<file path="src/rtl/frqg_pkg.sv">
// ----------------------------------------------------------------------------
// frqg_pkg
// Shared types and constants for the frame rate quality governor.
// ----------------------------------------------------------------------------
package frqg_pkg;

    localparam int WINDOW_SAMPLES_DEF = 32;

    localparam int TIME_W  = 32;
    localparam int RATE_W  = 16;
    localparam int STEP_W  = 8;
    localparam int INDEX_W = 3;
    localparam int DATA_W  = 32;

    // 1e6 * 256 fits a 28-bit constant; the product with (n-1) is widened by the count width
    localparam int US_Q8_W = 28;
    localparam logic [US_Q8_W-1:0] US_PER_S_Q8 = 28'd256000000;

    localparam logic [RATE_W-1:0] RATE_IDLE = 16'd15360;
    localparam logic [RATE_W-1:0] RATE_MAX  = 16'hFFFF;

    // shifted divisor spans the elapsed time plus the quotient bits
    localparam int DIV_W     = TIME_W + RATE_W;
    localparam int DIV_STEPS = RATE_W + 1;
    localparam int DIV_CNT_W = $clog2(DIV_STEPS);

    typedef enum logic [INDEX_W-1:0] {
        REG_MIN_RESOLUTION    = 3'd0,
        REG_MAX_RESOLUTION    = 3'd1,
        REG_START_RESOLUTION  = 3'd2,
        REG_DEGRADE_RATE      = 3'd3,
        REG_RECOVER_RATE      = 3'd4,
        REG_DEGRADE_WINDOW_US = 3'd5,
        REG_STABLE_WINDOW_US  = 3'd6,
        REG_COOLDOWN_US       = 3'd7
    } frqg_reg_t;

    typedef struct packed {
        logic [STEP_W-1:0] min_resolution;
        logic [STEP_W-1:0] max_resolution;
        logic [STEP_W-1:0] start_resolution;
        logic [RATE_W-1:0] degrade_rate;
        logic [RATE_W-1:0] recover_rate;
        logic [TIME_W-1:0] degrade_window_us;
        logic [TIME_W-1:0] stable_window_us;
        logic [TIME_W-1:0] cooldown_us;
    } frqg_cfg_t;

    localparam frqg_cfg_t CFG_RESET = '{
        min_resolution:    8'd1,
        max_resolution:    8'd16,
        start_resolution:  8'd4,
        degrade_rate:      16'd7680,
        recover_rate:      16'd14080,
        degrade_window_us: 32'd1000000,
        stable_window_us:  32'd3000000,
        cooldown_us:       32'd2000000
    };

    typedef enum logic [2:0] {
        ST_IDLE,
        ST_MULT,
        ST_DIV,
        ST_GOVERN,
        ST_OUT
    } frqg_state_t;

    typedef struct packed {
        logic load;
        logic mult;
        logic div_first;
        logic div_step;
        logic govern;
        logic out_load;
    } frqg_cmd_t;

    typedef struct packed {
        logic out_busy;
    } frqg_status_t;

endpackage

</file>
<file path="src/rtl/frqg_regs.sv">
// ----------------------------------------------------------------------------
// frqg_regs
// Configuration register file; a start_resolution write restarts the governor.
// ----------------------------------------------------------------------------
module frqg_regs (
    input  logic                        clk,
    input  logic                        rst_n,
    input  logic                        cfg_valid,
    output logic                        cfg_ready,
    input  logic [frqg_pkg::INDEX_W-1:0] cfg_index,
    input  logic [frqg_pkg::DATA_W-1:0]  cfg_data,
    output frqg_pkg::frqg_cfg_t         cfg,
    output logic                        restart,
    output logic [frqg_pkg::STEP_W-1:0]  restart_step
);
    import frqg_pkg::*;

    frqg_cfg_t cfg_reg;
    frqg_cfg_t cfg_next;
    logic      wr;

    assign cfg_ready    = 1'b1;
    assign wr           = cfg_valid & cfg_ready;
    assign cfg          = cfg_reg;
    assign restart      = wr && (frqg_reg_t'(cfg_index) == REG_START_RESOLUTION);
    assign restart_step = cfg_data[STEP_W-1:0];

    always_comb
    begin
        cfg_next = cfg_reg;
        if (wr)
        begin
            unique case (frqg_reg_t'(cfg_index))
                REG_MIN_RESOLUTION:    cfg_next.min_resolution    = cfg_data[STEP_W-1:0];
                REG_MAX_RESOLUTION:    cfg_next.max_resolution    = cfg_data[STEP_W-1:0];
                REG_START_RESOLUTION:  cfg_next.start_resolution  = cfg_data[STEP_W-1:0];
                REG_DEGRADE_RATE:      cfg_next.degrade_rate      = cfg_data[RATE_W-1:0];
                REG_RECOVER_RATE:      cfg_next.recover_rate      = cfg_data[RATE_W-1:0];
                REG_DEGRADE_WINDOW_US: cfg_next.degrade_window_us = cfg_data[TIME_W-1:0];
                REG_STABLE_WINDOW_US:  cfg_next.stable_window_us  = cfg_data[TIME_W-1:0];
                REG_COOLDOWN_US:       cfg_next.cooldown_us       = cfg_data[TIME_W-1:0];
                default:               cfg_next = cfg_reg;
            endcase
        end
    end

    always_ff @(posedge clk or negedge rst_n)
    begin
        if (!rst_n)
        begin
            cfg_reg <= CFG_RESET;
        end
        else
        begin
            cfg_reg <= cfg_next;
        end
    end

endmodule

</file>
<file path="src/rtl/frqg_ctrl.sv">
// ----------------------------------------------------------------------------
// frqg_ctrl
// Sequencer: load, multiply, serial divide, govern, hand the word to output.
// ----------------------------------------------------------------------------
module frqg_ctrl (
    input  logic                   clk,
    input  logic                   rst_n,
    input  logic                   frame_valid,
    output logic                   frame_stall,
    input  frqg_pkg::frqg_status_t status,
    output frqg_pkg::frqg_cmd_t    cmd
);
    import frqg_pkg::*;

    frqg_state_t          state_reg;
    frqg_state_t          state_next;
    logic [DIV_CNT_W-1:0] cnt_reg;
    logic [DIV_CNT_W-1:0] cnt_next;
    logic                 div_last;

    assign div_last = (cnt_reg == DIV_CNT_W'(DIV_STEPS - 1));

    always_comb
    begin
        state_next = state_reg;
        cnt_next   = cnt_reg;
        unique case (state_reg)
            ST_IDLE:
            begin
                if (frame_valid)
                begin
                    state_next = ST_MULT;
                end
            end
            ST_MULT:
            begin
                state_next = ST_DIV;
                cnt_next   = '0;
            end
            ST_DIV:
            begin
                cnt_next = cnt_reg + 1'b1;
                if (div_last)
                begin
                    state_next = ST_GOVERN;
                end
            end
            ST_GOVERN:
            begin
                state_next = ST_OUT;
            end
            ST_OUT:
            begin
                if (!status.out_busy)
                begin
                    state_next = ST_IDLE;
                end
            end
            default:
            begin
                state_next = ST_IDLE;
            end
        endcase
    end

    always_comb
    begin
        cmd         = '0;
        frame_stall = 1'b1;
        unique case (state_reg)
            ST_IDLE:
            begin
                frame_stall = 1'b0;
                cmd.load    = frame_valid;
            end
            ST_MULT:
            begin
                cmd.mult = 1'b1;
            end
            ST_DIV:
            begin
                cmd.div_first = (cnt_reg == '0);
                cmd.div_step  = (cnt_reg != '0);
            end
            ST_GOVERN:
            begin
                cmd.govern = 1'b1;
            end
            ST_OUT:
            begin
                cmd.out_load = !status.out_busy;
            end
            default:
            begin
                cmd = '0;
            end
        endcase
    end

    always_ff @(posedge clk or negedge rst_n)
    begin
        if (!rst_n)
        begin
            state_reg <= ST_IDLE;
            cnt_reg   <= '0;
        end
        else
        begin
            state_reg <= state_next;
            cnt_reg   <= cnt_next;
        end
    end

endmodule

</file>
<file path="src/rtl/frqg_datapath.sv">
// ----------------------------------------------------------------------------
// frqg_datapath
// Timestamp ring, rate multiply and restoring divide, governor state, output word.
// ----------------------------------------------------------------------------
module frqg_datapath #(
    parameter int WINDOW_SAMPLES = frqg_pkg::WINDOW_SAMPLES_DEF
) (
    input  logic                        clk,
    input  logic                        rst_n,
    input  frqg_pkg::frqg_cmd_t         cmd,
    output frqg_pkg::frqg_status_t      status,
    input  frqg_pkg::frqg_cfg_t         cfg,
    input  logic                        restart,
    input  logic [frqg_pkg::STEP_W-1:0]  restart_step,
    input  logic [frqg_pkg::TIME_W-1:0]  frame_time_us,
    output logic                        result_valid,
    input  logic                        result_stall,
    output logic [frqg_pkg::RATE_W-1:0]  average_fps,
    output logic [frqg_pkg::STEP_W-1:0]  resolution,
    output logic                        mode
);
    import frqg_pkg::*;

    localparam int AW    = (WINDOW_SAMPLES > 1) ? $clog2(WINDOW_SAMPLES) : 1;
    localparam int CW    = $clog2(WINDOW_SAMPLES + 1);
    localparam int NUM_W = CW + US_Q8_W;

    logic [TIME_W-1:0] ring [WINDOW_SAMPLES];
    logic [TIME_W-1:0] ring_rd_reg;
    logic [TIME_W-1:0] now_reg;

    logic [AW-1:0] slot_reg;
    logic [AW-1:0] slot_inc;
    logic [AW-1:0] oldest;
    logic [CW-1:0] count_reg;

    logic [NUM_W-1:0]  product;
    logic [TIME_W-1:0] elapsed;
    logic [DIV_W-1:0]  rem_reg;
    logic [DIV_W-1:0]  dsh_reg;
    logic [RATE_W-1:0] quot_reg;
    logic              ovf_reg;
    logic              idle_reg;
    logic              rem_ge;

    logic [RATE_W-1:0] rate;
    logic [RATE_W-1:0] rate_reg;

    logic [TIME_W-1:0] low_since_reg,  low_since_next;
    logic [TIME_W-1:0] high_since_reg, high_since_next;
    logic [TIME_W-1:0] last_change_reg, last_change_next;
    logic              low_armed_reg,  low_armed_next;
    logic              high_armed_reg, high_armed_next;
    logic              seen_reg,       seen_next;
    logic              degraded_reg,   degraded_next;
    logic [STEP_W-1:0] step_reg,       step_next;
    logic              cooling;

    logic              valid_reg;
    logic [RATE_W-1:0] fps_out_reg;
    logic [STEP_W-1:0] res_out_reg;
    logic              mode_out_reg;

    assign slot_inc = (slot_reg == AW'(WINDOW_SAMPLES - 1)) ? '0 : slot_reg + 1'b1;
    // ring still filling from slot zero: oldest is slot zero, else the slot after newest
    assign oldest   = (count_reg >= CW'(WINDOW_SAMPLES - 1)) ? slot_inc : '0;

    always_ff @(posedge clk)
    begin
        if (cmd.load)
        begin
            ring[slot_reg] <= frame_time_us;
            ring_rd_reg    <= ring[oldest];
            now_reg        <= frame_time_us;
        end
    end

    assign product = NUM_W'(count_reg - 1'b1) * NUM_W'(US_PER_S_Q8);
    assign elapsed = now_reg - ring_rd_reg;
    assign rem_ge  = (rem_reg >= dsh_reg);

    always_ff @(posedge clk)
    begin
        if (cmd.mult)
        begin
            rem_reg  <= DIV_W'(product);
            dsh_reg  <= {elapsed, {RATE_W{1'b0}}};
            idle_reg <= (count_reg < CW'(2)) || (elapsed == '0);
        end
        else if (cmd.div_first)
        begin
            ovf_reg <= rem_ge;
            dsh_reg <= dsh_reg >> 1;
        end
        else if (cmd.div_step)
        begin
            if (rem_ge)
            begin
                rem_reg <= rem_reg - dsh_reg;
            end
            quot_reg <= {quot_reg[RATE_W-2:0], rem_ge};
            dsh_reg  <= dsh_reg >> 1;
        end
    end

    assign rate = idle_reg ? RATE_IDLE : (ovf_reg ? RATE_MAX : quot_reg);

    always_comb
    begin
        logic [TIME_W-1:0] since;
        since            = '0;
        low_since_next   = low_since_reg;
        high_since_next  = high_since_reg;
        last_change_next = last_change_reg;
        low_armed_next   = low_armed_reg;
        high_armed_next  = high_armed_reg;
        seen_next        = seen_reg;
        degraded_next    = degraded_reg;
        step_next        = step_reg;
        cooling = seen_reg && ((now_reg - last_change_reg) < cfg.cooldown_us);
        if (!cooling)
        begin
            if (rate < cfg.degrade_rate)
            begin
                since           = low_armed_reg ? low_since_reg : now_reg;
                low_armed_next  = 1'b1;
                low_since_next  = since;
                high_armed_next = 1'b0;
                if (((now_reg - since) >= cfg.degrade_window_us) &&
                    (step_reg < cfg.max_resolution))
                begin
                    step_next        = step_reg + 1'b1;
                    degraded_next    = 1'b1;
                    last_change_next = now_reg;
                    seen_next        = 1'b1;
                    low_armed_next   = 1'b0;
                end
            end
            else if (rate >= cfg.recover_rate)
            begin
                since           = high_armed_reg ? high_since_reg : now_reg;
                high_armed_next = 1'b1;
                high_since_next = since;
                low_armed_next  = 1'b0;
                if ((now_reg - since) >= cfg.stable_window_us)
                begin
                    if (degraded_reg && (step_reg > cfg.min_resolution))
                    begin
                        step_next        = step_reg - 1'b1;
                        last_change_next = now_reg;
                        seen_next        = 1'b1;
                    end
                    degraded_next   = 1'b0;
                    high_armed_next = 1'b0;
                end
            end
            else
            begin
                low_armed_next  = 1'b0;
                high_armed_next = 1'b0;
            end
        end
    end

    always_ff @(posedge clk or negedge rst_n)
    begin
        if (!rst_n)
        begin
            slot_reg        <= '0;
            count_reg       <= '0;
            low_since_reg   <= '0;
            high_since_reg  <= '0;
            last_change_reg <= '0;
            low_armed_reg   <= 1'b0;
            high_armed_reg  <= 1'b0;
            seen_reg        <= 1'b0;
            degraded_reg    <= 1'b0;
            step_reg        <= CFG_RESET.start_resolution;
        end
        else if (restart)
        begin
            slot_reg        <= '0;
            count_reg       <= '0;
            low_since_reg   <= '0;
            high_since_reg  <= '0;
            last_change_reg <= '0;
            low_armed_reg   <= 1'b0;
            high_armed_reg  <= 1'b0;
            seen_reg        <= 1'b0;
            degraded_reg    <= 1'b0;
            step_reg        <= restart_step;
        end
        else
        begin
            if (cmd.load)
            begin
                slot_reg <= slot_inc;
                if (count_reg < CW'(WINDOW_SAMPLES))
                begin
                    count_reg <= count_reg + 1'b1;
                end
            end
            if (cmd.govern)
            begin
                low_since_reg   <= low_since_next;
                high_since_reg  <= high_since_next;
                last_change_reg <= last_change_next;
                low_armed_reg   <= low_armed_next;
                high_armed_reg  <= high_armed_next;
                seen_reg        <= seen_next;
                degraded_reg    <= degraded_next;
                step_reg        <= step_next;
            end
        end
    end

    always_ff @(posedge clk)
    begin
        if (cmd.govern)
        begin
            rate_reg <= rate;
        end
        if (cmd.out_load)
        begin
            fps_out_reg  <= rate_reg;
            res_out_reg  <= step_reg;
            mode_out_reg <= degraded_reg;
        end
    end

    always_ff @(posedge clk or negedge rst_n)
    begin
        if (!rst_n)
        begin
            valid_reg <= 1'b0;
        end
        else if (cmd.out_load)
        begin
            valid_reg <= 1'b1;
        end
        else if (!result_stall)
        begin
            valid_reg <= 1'b0;
        end
    end

    assign status.out_busy = valid_reg && result_stall;
    assign result_valid    = valid_reg;
    assign average_fps     = fps_out_reg;
    assign resolution      = res_out_reg;
    assign mode            = mode_out_reg;

endmodule

</file>
<file path="src/rtl/frame_rate_quality_governor_core.sv">
// ----------------------------------------------------------------------------
// frame_rate_quality_governor_core
// Flow: accept, multiply, 17-step serial divide, govern, then load the result word.
// Frames are taken one at a time: frame_stall is high from accept to word load.
// A result word waiting at the output does not block the next frame accept.
// Reset: registers to defaults, ring empty, step at start_resolution, mode stable.
// ----------------------------------------------------------------------------
module frame_rate_quality_governor_core #(
    parameter int WINDOW_SAMPLES = frqg_pkg::WINDOW_SAMPLES_DEF
) (
    input  logic                         clk,
    input  logic                         rst_n,
    input  logic                         frame_valid,
    output logic                         frame_stall,
    input  logic [frqg_pkg::TIME_W-1:0]   frame_time_us,
    output logic                         result_valid,
    input  logic                         result_stall,
    output logic [frqg_pkg::RATE_W-1:0]   average_fps,
    output logic [frqg_pkg::STEP_W-1:0]   resolution,
    output logic                         mode,
    input  logic                         cfg_valid,
    output logic                         cfg_ready,
    input  logic [frqg_pkg::INDEX_W-1:0]  cfg_index,
    input  logic [frqg_pkg::DATA_W-1:0]   cfg_data
);
    import frqg_pkg::*;

    frqg_cfg_t         cfg;
    frqg_cmd_t         cmd;
    frqg_status_t      status;
    logic              restart;
    logic [STEP_W-1:0] restart_step;

    frqg_regs u_regs (
        .clk          (clk),
        .rst_n        (rst_n),
        .cfg_valid    (cfg_valid),
        .cfg_ready    (cfg_ready),
        .cfg_index    (cfg_index),
        .cfg_data     (cfg_data),
        .cfg          (cfg),
        .restart      (restart),
        .restart_step (restart_step)
    );

    frqg_ctrl u_ctrl (
        .clk         (clk),
        .rst_n       (rst_n),
        .frame_valid (frame_valid),
        .frame_stall (frame_stall),
        .status      (status),
        .cmd         (cmd)
    );

    frqg_datapath #(
        .WINDOW_SAMPLES (WINDOW_SAMPLES)
    ) u_datapath (
        .clk           (clk),
        .rst_n         (rst_n),
        .cmd           (cmd),
        .status        (status),
        .cfg           (cfg),
        .restart       (restart),
        .restart_step  (restart_step),
        .frame_time_us (frame_time_us),
        .result_valid  (result_valid),
        .result_stall  (result_stall),
        .average_fps   (average_fps),
        .resolution    (resolution),
        .mode          (mode)
    );

endmodule
</file>
<file path="config.mk">
export PLATFORM = sky130hd
export DESIGN_NAME = frame_rate_quality_governor_core
export DESIGN_NICKNAME = d
export VERILOG_FILES = /design/src/rtl/frqg_pkg.sv /design/src/rtl/frqg_regs.sv /design/src/rtl/frqg_ctrl.sv /design/src/rtl/frqg_datapath.sv /design/src/rtl/frame_rate_quality_governor_core.sv
export SDC_FILE = /design/constraint.sdc
export NUM_CORES = 2
export LEC_CHECK = 0
export BUFFER_PORTS_ARGS = -buffer_cell sky130_fd_sc_hd__buf_4
export CORE_MARGIN = 2
export CORE_UTILIZATION = 45
export CTS_BUF_LIST = sky130_fd_sc_hd__clkbuf_2
export DETAILED_ROUTE_END_ITERATION = 16
export PLACE_DENSITY_LB_ADDON = 0.12
export SYNTH_ARGS = -nofsm -noshare
export SYNTH_HDL_FRONTEND = slang
export SYNTH_SLANG_ARGS = --single-unit
</file>
<file path="constraint.sdc">
create_clock -name clk -period 10.2 [get_ports clk]
set_input_delay 3.06 -clock clk [delete_from_list [all_inputs] [get_ports clk]]
set_output_delay 3.06 -clock clk [all_outputs]
set_load 0.02 [all_outputs]
</file>
# Yosys cells after proc, flatten, opt, wreduce, memory -nomap -nowiden
# Memories as Yosys holds them, arrays and structs flattened. A register that Yosys moved wholly into a read port is not among the register bits.
# Cells that the tools add are included.
# totals
ff_bits	459
mem_count	1
input_bits	72
wordCells	205
output_inout_bits	28
mem_bits_rw	1024
# memory_table
memory	words	word_bits	rd	rd_ports_with_merged_regs	wr	line_no	text
u_datapath.ring	32	32	1	1	1	frqg_datapath.sv:28	logic [TIME_W-1:0] ring [WINDOW_SAMPLES];
# op_classes
add_sub_neg	11
mul	1
eq_ne	21
magnitude_cmp	11
n_bitwise	2
reduce_logical	43
mux	83
# ops
operator	count
$mux 32	19
$mux 48	3
$mux 34	4
$sub 32x32->32	4
$ge 32x32->1	2
$mux 8	8
$ge 48x48->1	1
$sub 48x48->48	1
$mul 34x14->20 const B	1
$mux 1	34
$logic_not 32->1	1
$lt 32x32->1	1
$mux 16	2
$mux 5	4
$reduce_and 2->1	10
$mux 6	3
$reduce_bool 2->1	9
$ge 16x16->1	1
$lt 16x16->1	1
$eq 3x3->1 const B	5
$pmux 3 s5	1
$reduce_and 3->1	5
$eq 3x2->1 const B	4
$reduce_bool 3->1	4
28 further kinds	44

# Logic depth before layout (Yosys ltp)
# logic_depth
ltp_word	9
ltp_mapped	29
mapped_depth_nobuf	25

# Modules after synthesis
# Synthesis repeated with hierarchy kept, for this count alone.
# hier_totals
cells_unflattened	5437
hier_area_um2	73555.5
# by_module_without_submodules
module	area_per_inst_um2	n_inst	cells_each	seq_area_each_um2
frqg_datapath	67234.5	1	5052	39889.5
frqg_regs	5884.4	1	340	3848.7
frqg_ctrl	436.7	1	45	200.2

# Worst setup path after synthesis
# No wires, ideal clock.
# synth_timing
kind	flip-flop to flip-flop
startpoint	register u_datapath.high_armed_reg
endpoint	register u_datapath.step_reg[1]
stages_incl_launch_ff	28
slack_ps	3515
synth_period_minus_slack_ps	6685
setup_ps	140
t_arrival_ps	6545
n_path_buf	4
required_ps	10060
cell_sequence	dfrtp_1 clkbuf_1 buf_1 nand2_1 o21ai_0 ha_1 inv_1 fa_1 a21o_1 a21oi_1 o21ai_0 a221oi_1 a2111oi_0 o221a_2 or4_1 a311oi_1 o21ai_1 xor2_1 ha_1 a21o_1 a21oi_1 a2111oi_0 a21boi_0 o211ai_1 a221oi_2 clkbuf_1 clkbuf_1 a31oi_1
# synth_via
elab_chain_cells	5
# synth_rtl
item	line_no	text
start: declaration	frqg_datapath.sv:53	logic high_armed_reg, high_armed_next;
start signal: assignment	frqg_datapath.sv:209	high_armed_reg <= high_armed_next;
$mux 32	frqg_datapath.sv:141	since = high_armed_reg ? high_since_reg : now_reg;
$sub 32x32->32	frqg_datapath.sv:145	if ((now_reg - since) >= cfg.stable_window_us)
$ge 32x32->1	frqg_datapath.sv:145	
$reduce_bool 3->1 (no line)	--	
$reduce_and 6->1 (no line)	--	
end signal: assignment	frqg_datapath.sv:178	step_reg <= CFG_RESET.start_resolution;
end signal: assignment	frqg_datapath.sv:191	step_reg <= restart_step;
end signal: assignment	frqg_datapath.sv:212	step_reg <= step_next;
end: declaration	frqg_datapath.sv:56	logic [STEP_W-1:0] step_reg, step_next;
# No other way between the ends.
# A chain may end at the register's enable or synchronous reset.

# Worst setup path after layout
# layout_timing
startpoint	register u_datapath.high_armed_reg
endpoint	register u_datapath.step_reg[7]
# Same word-level chain as after synthesis.

==> metrics.yaml <==
syn-num-nets: 5922
setup_viol: 0
drc: 0
cts-root-buf: "clkbuf_2"
die_area_um2: 165300
cts.sinks: 1515
drt-wirelength-per-cell_um: 24.45
io_buffers: 98
power_density_nw_per_um2: 333.8
fp.dieH_um: 406.6
firstDrtPassIters: 5
gp_congestion: 0.8904
fin_hold_ws_ps: 393.2
crit_chain: "buf_4, mux2i_1, ha_1, a21o_1, a21oi_1, o21ai_0, a221oi_1, a2111oi_0, o221a_2, or4_1, a311oi_1, o21ai_1, xor2_1, ha_1, a21o_1, a21oi_1, a2111oi_0, a21boi_0, o211ai_1, a221oi_4, buf_4, a21boi_0, a2bb2oi_1"
finalCritPeriodShare_pct: 73.61
synth-edff-count: 1199
maxSlewViolCount: 0
gr-total-overflow: 0
largest_register_ffs: 1024
antenna_found_initial: 19
rsz0062_at_grt: "no"
min_path_type: "register to register"
grtUsageTotal_pct: 24.26
period_minus_slack_ps: 7508
routed_wl_um: 200900
max_stage_delay_ps: 720
yosysWarnings: 0
stdcell_count: 8215
worst_slew_pin_slew_ps: 1273
hold_violations: 0
crit_buf_inv: 2
vias_per_cell: 5.731
r2r_start: "u_datapath.high_armed_reg"
drive_gt1_share_pct: 20.81
skew_ps: 259.2
crit_slowest_cell: "buf_4"
avgSynthCellArea_um2: 13.42
grt_pass1_vias: 46937
num_io_pins: 100
synth_cells: 5433
cp-end-kind: "register"
peakVddDrop_uv: 829.2
cts_resized: 0
reg2reg_depth: 23
worstSkewPairLatency_ps: 1820
start_util_pct: 45.37
rows: 147
ys_seq_area_share_pct: 59.97
worstPathMaxFanout: 80
ys_ff_latch: 1515
cp-endpoint: "u_datapath.step_reg[7]"
outcome: "completed"
fillers: 14389
ys_types: 94
startpoint: "u_datapath.high_armed_reg"
critical_path_depth: 23
maxSlewHeadroom_pct: 15.12
dp.cells: 7514
r2r_slack_ps: 2690
drtIter0Drc: 4138
cts_setup_buffers: 0
syn_to_final_growth_pct: 9.423
dp_hpwl_um: 119700
max_freq_ghz: 0.1332
htreeDepth: 5
leakage_nw: 29.77
syn-cell-area_um2: 72930
die_x_um: 406.6
ctsHoldBuffers: 0
tns_ps: 0
clk_pin_slew_worst_paths_ps: 110
cp.arrival_ps: 9120
cpLargestDelayFamily: "compound AO/OA/AOI/OAI gates"
cts_tree: "yes"
num_vias: 47080
numCtsBuffers: 404
clockBufferDepth: 4
core-area_um2: 160800
max-cap-violations: 0
final_net_count: 6249
grt_pass1_wl_um: 296300
start_kind: "register"
path_class: "register to register"
cp.required_ps: 11820
async_flop_share_pct: 17.95
r2r_end: "u_datapath.step_reg[7]"
grt_max_degree: 189
synth-main-ff-cell: "edfxtp_1"
postRouteAntennaNets: 0
[layout by cell type, fill, tap and decap left out, types with 17 or more instances in the layout]
cell type  count
a211oi_1      60
ha_1         383
nor3_1        39
o211ai_1     150
and2_1        20
o22ai_1      150
fa_1          34
nor2_1       207
a21oi_1      215
nand4_1       41
clkbuf_2     602
xnor2_1      116
nand2b_1      31
dfrtp_1      234
o31ai_1       17
and3_1        30
clkinv_1      69
nand2_1      264
nand3_1       93
buf_4        171
mux4_2       192
o21ai_0      395
dfstp_2       36
inv_1        354
o21a_1        37
o21bai_1      26
mux2i_1       66
nor2b_1       28
mux2_2       149
a31oi_1       18
a21o_1       111
nor2_4        33
dfxtp_1       44
xor2_1        66
or3_1        143
edfxtp_1    1199
[power by group]
part	switching, W	leakage (nW)	total (W)	internal (W)
clock network	0.00251	2.69	0.00409	0.00158
logic	0.00854	12.5	0.0146	0.00607
registers	0.000438	14.5	0.00795	0.00751
total	0.0115	29.8	0.0266	0.0152
[cells by family (layout without fill, tap and decap cells)]
family	Yosys count	in the layout	share of synthesized area (%)
DFF	1515	1515	59.97
adders and majority gates	417	417	7.504
AOI/OAI and AO/OA	1306	1306	11.33
and+or+nand+nor	995	995	6.680
buffers and inverters	610	1221	3.187
other	1	12	0.005142
muxes	407	407	9.135
xor gates and xnor gates	182	182	2.186
[stage by stage]
| step | total power, W | setup WS, ps | cell area, µm² | utilization (%) |
|---|---|---|---|---|
| after CTS | 0.02702 | 2781 | 79780 | 49.63 |
| after floorplan | 0.01887 | 3515 | 72930 | - |
| after global placement | 0.02264 | 2936 | 76380 | 47.52 |
| final | 0.02664 | 2692 | 79810 | 49.65 |
| after detailed placement | 0.02278 | 2754 | 76380 | 47.52 |
| after global routing | 0.02910 | 2213 | 79800 | 49.64 |
[metal layers]
layer,GRT usage [%],part of all wire (%)
met1,32.75,43
met2,38.95,47
met3,5.035,6.8
met4,8.467,2.8
met5,0,0.017
[synth_stat cells (all sizes together) (66+ instances only)]
cell,number,area share [%]
a21o,112,1.2
a21oi,217,1.5
clkbuf,212,1.1
dfrtp,236,8.1
edfxtp,1199,49
ha,383,6.6
inv,354,1.8
mux2,149,2.3
mux2i,66,0.91
mux4,192,5.9
nand2,268,1.4
nand3,94,0.65
nor2,240,1.2
o211ai,150,1.5
o21ai,404,2.8
o22ai,150,1.3
or3,143,1.2
xnor2,116,1.4
xor2,66,0.79
[worst min-delay path by stage]
stage	slack, ps	cells after the start	startpoint	to
after CTS	360	2	u_datapath.dsh_reg[8]	u_datapath.dsh_reg[7]
after global placement	400	0	u_datapath.rate_reg[14]	u_datapath.average_fps[14]
final	390	2	u_datapath.dsh_reg[8]	u_datapath.dsh_reg[7]
after floorplan	400	0	u_datapath.rate_reg[0]	u_datapath.average_fps[0]
after detailed placement	400	0	u_datapath.rate_reg[1]	u_datapath.average_fps[1]
after global routing	360	2	u_datapath.dsh_reg[8]	u_datapath.dsh_reg[7]
[area by class of cell]
| type | count | area, µm² | share of cell area (%) |
|---|---|---|---|
| Tap cell | 2160 | 2703 | 3.386 |
| Sequential cell | 1515 | 43740 | 54.81 |
| Clock inverter | 88 | 382.9 | 0.4797 |
| Inverter | 355 | 1334 | 1.671 |
| Antenna cell | 11 | 27.53 | 0.03449 |
| Multi-Input combinational cell | 3308 | 27230 | 34.12 |
| Timing Repair Buffer | 176 | 1379 | 1.728 |
| Clock buffer | 602 | 3013 | 3.775 |
[worst reg2reg max path, cell delays in order (launching register included)]
cell	delay, ps
dfrtp_2	400
buf_4	490
mux2i_1	320
ha_1	310
a21o_1	200
a21oi_1	260
o21ai_0	140
a221oi_1	580
a2111oi_0	310
o221a_2	360
or4_1	470
a311oi_1	410
o21ai_1	150
xor2_1	160
ha_1	300
a21o_1	120
a21oi_1	110
a2111oi_0	470
a21boi_0	360
o211ai_1	170
a221oi_4	280
buf_4	720
a21boi_0	280
a2bb2oi_1	160
(Power assumes the default switching activity.)
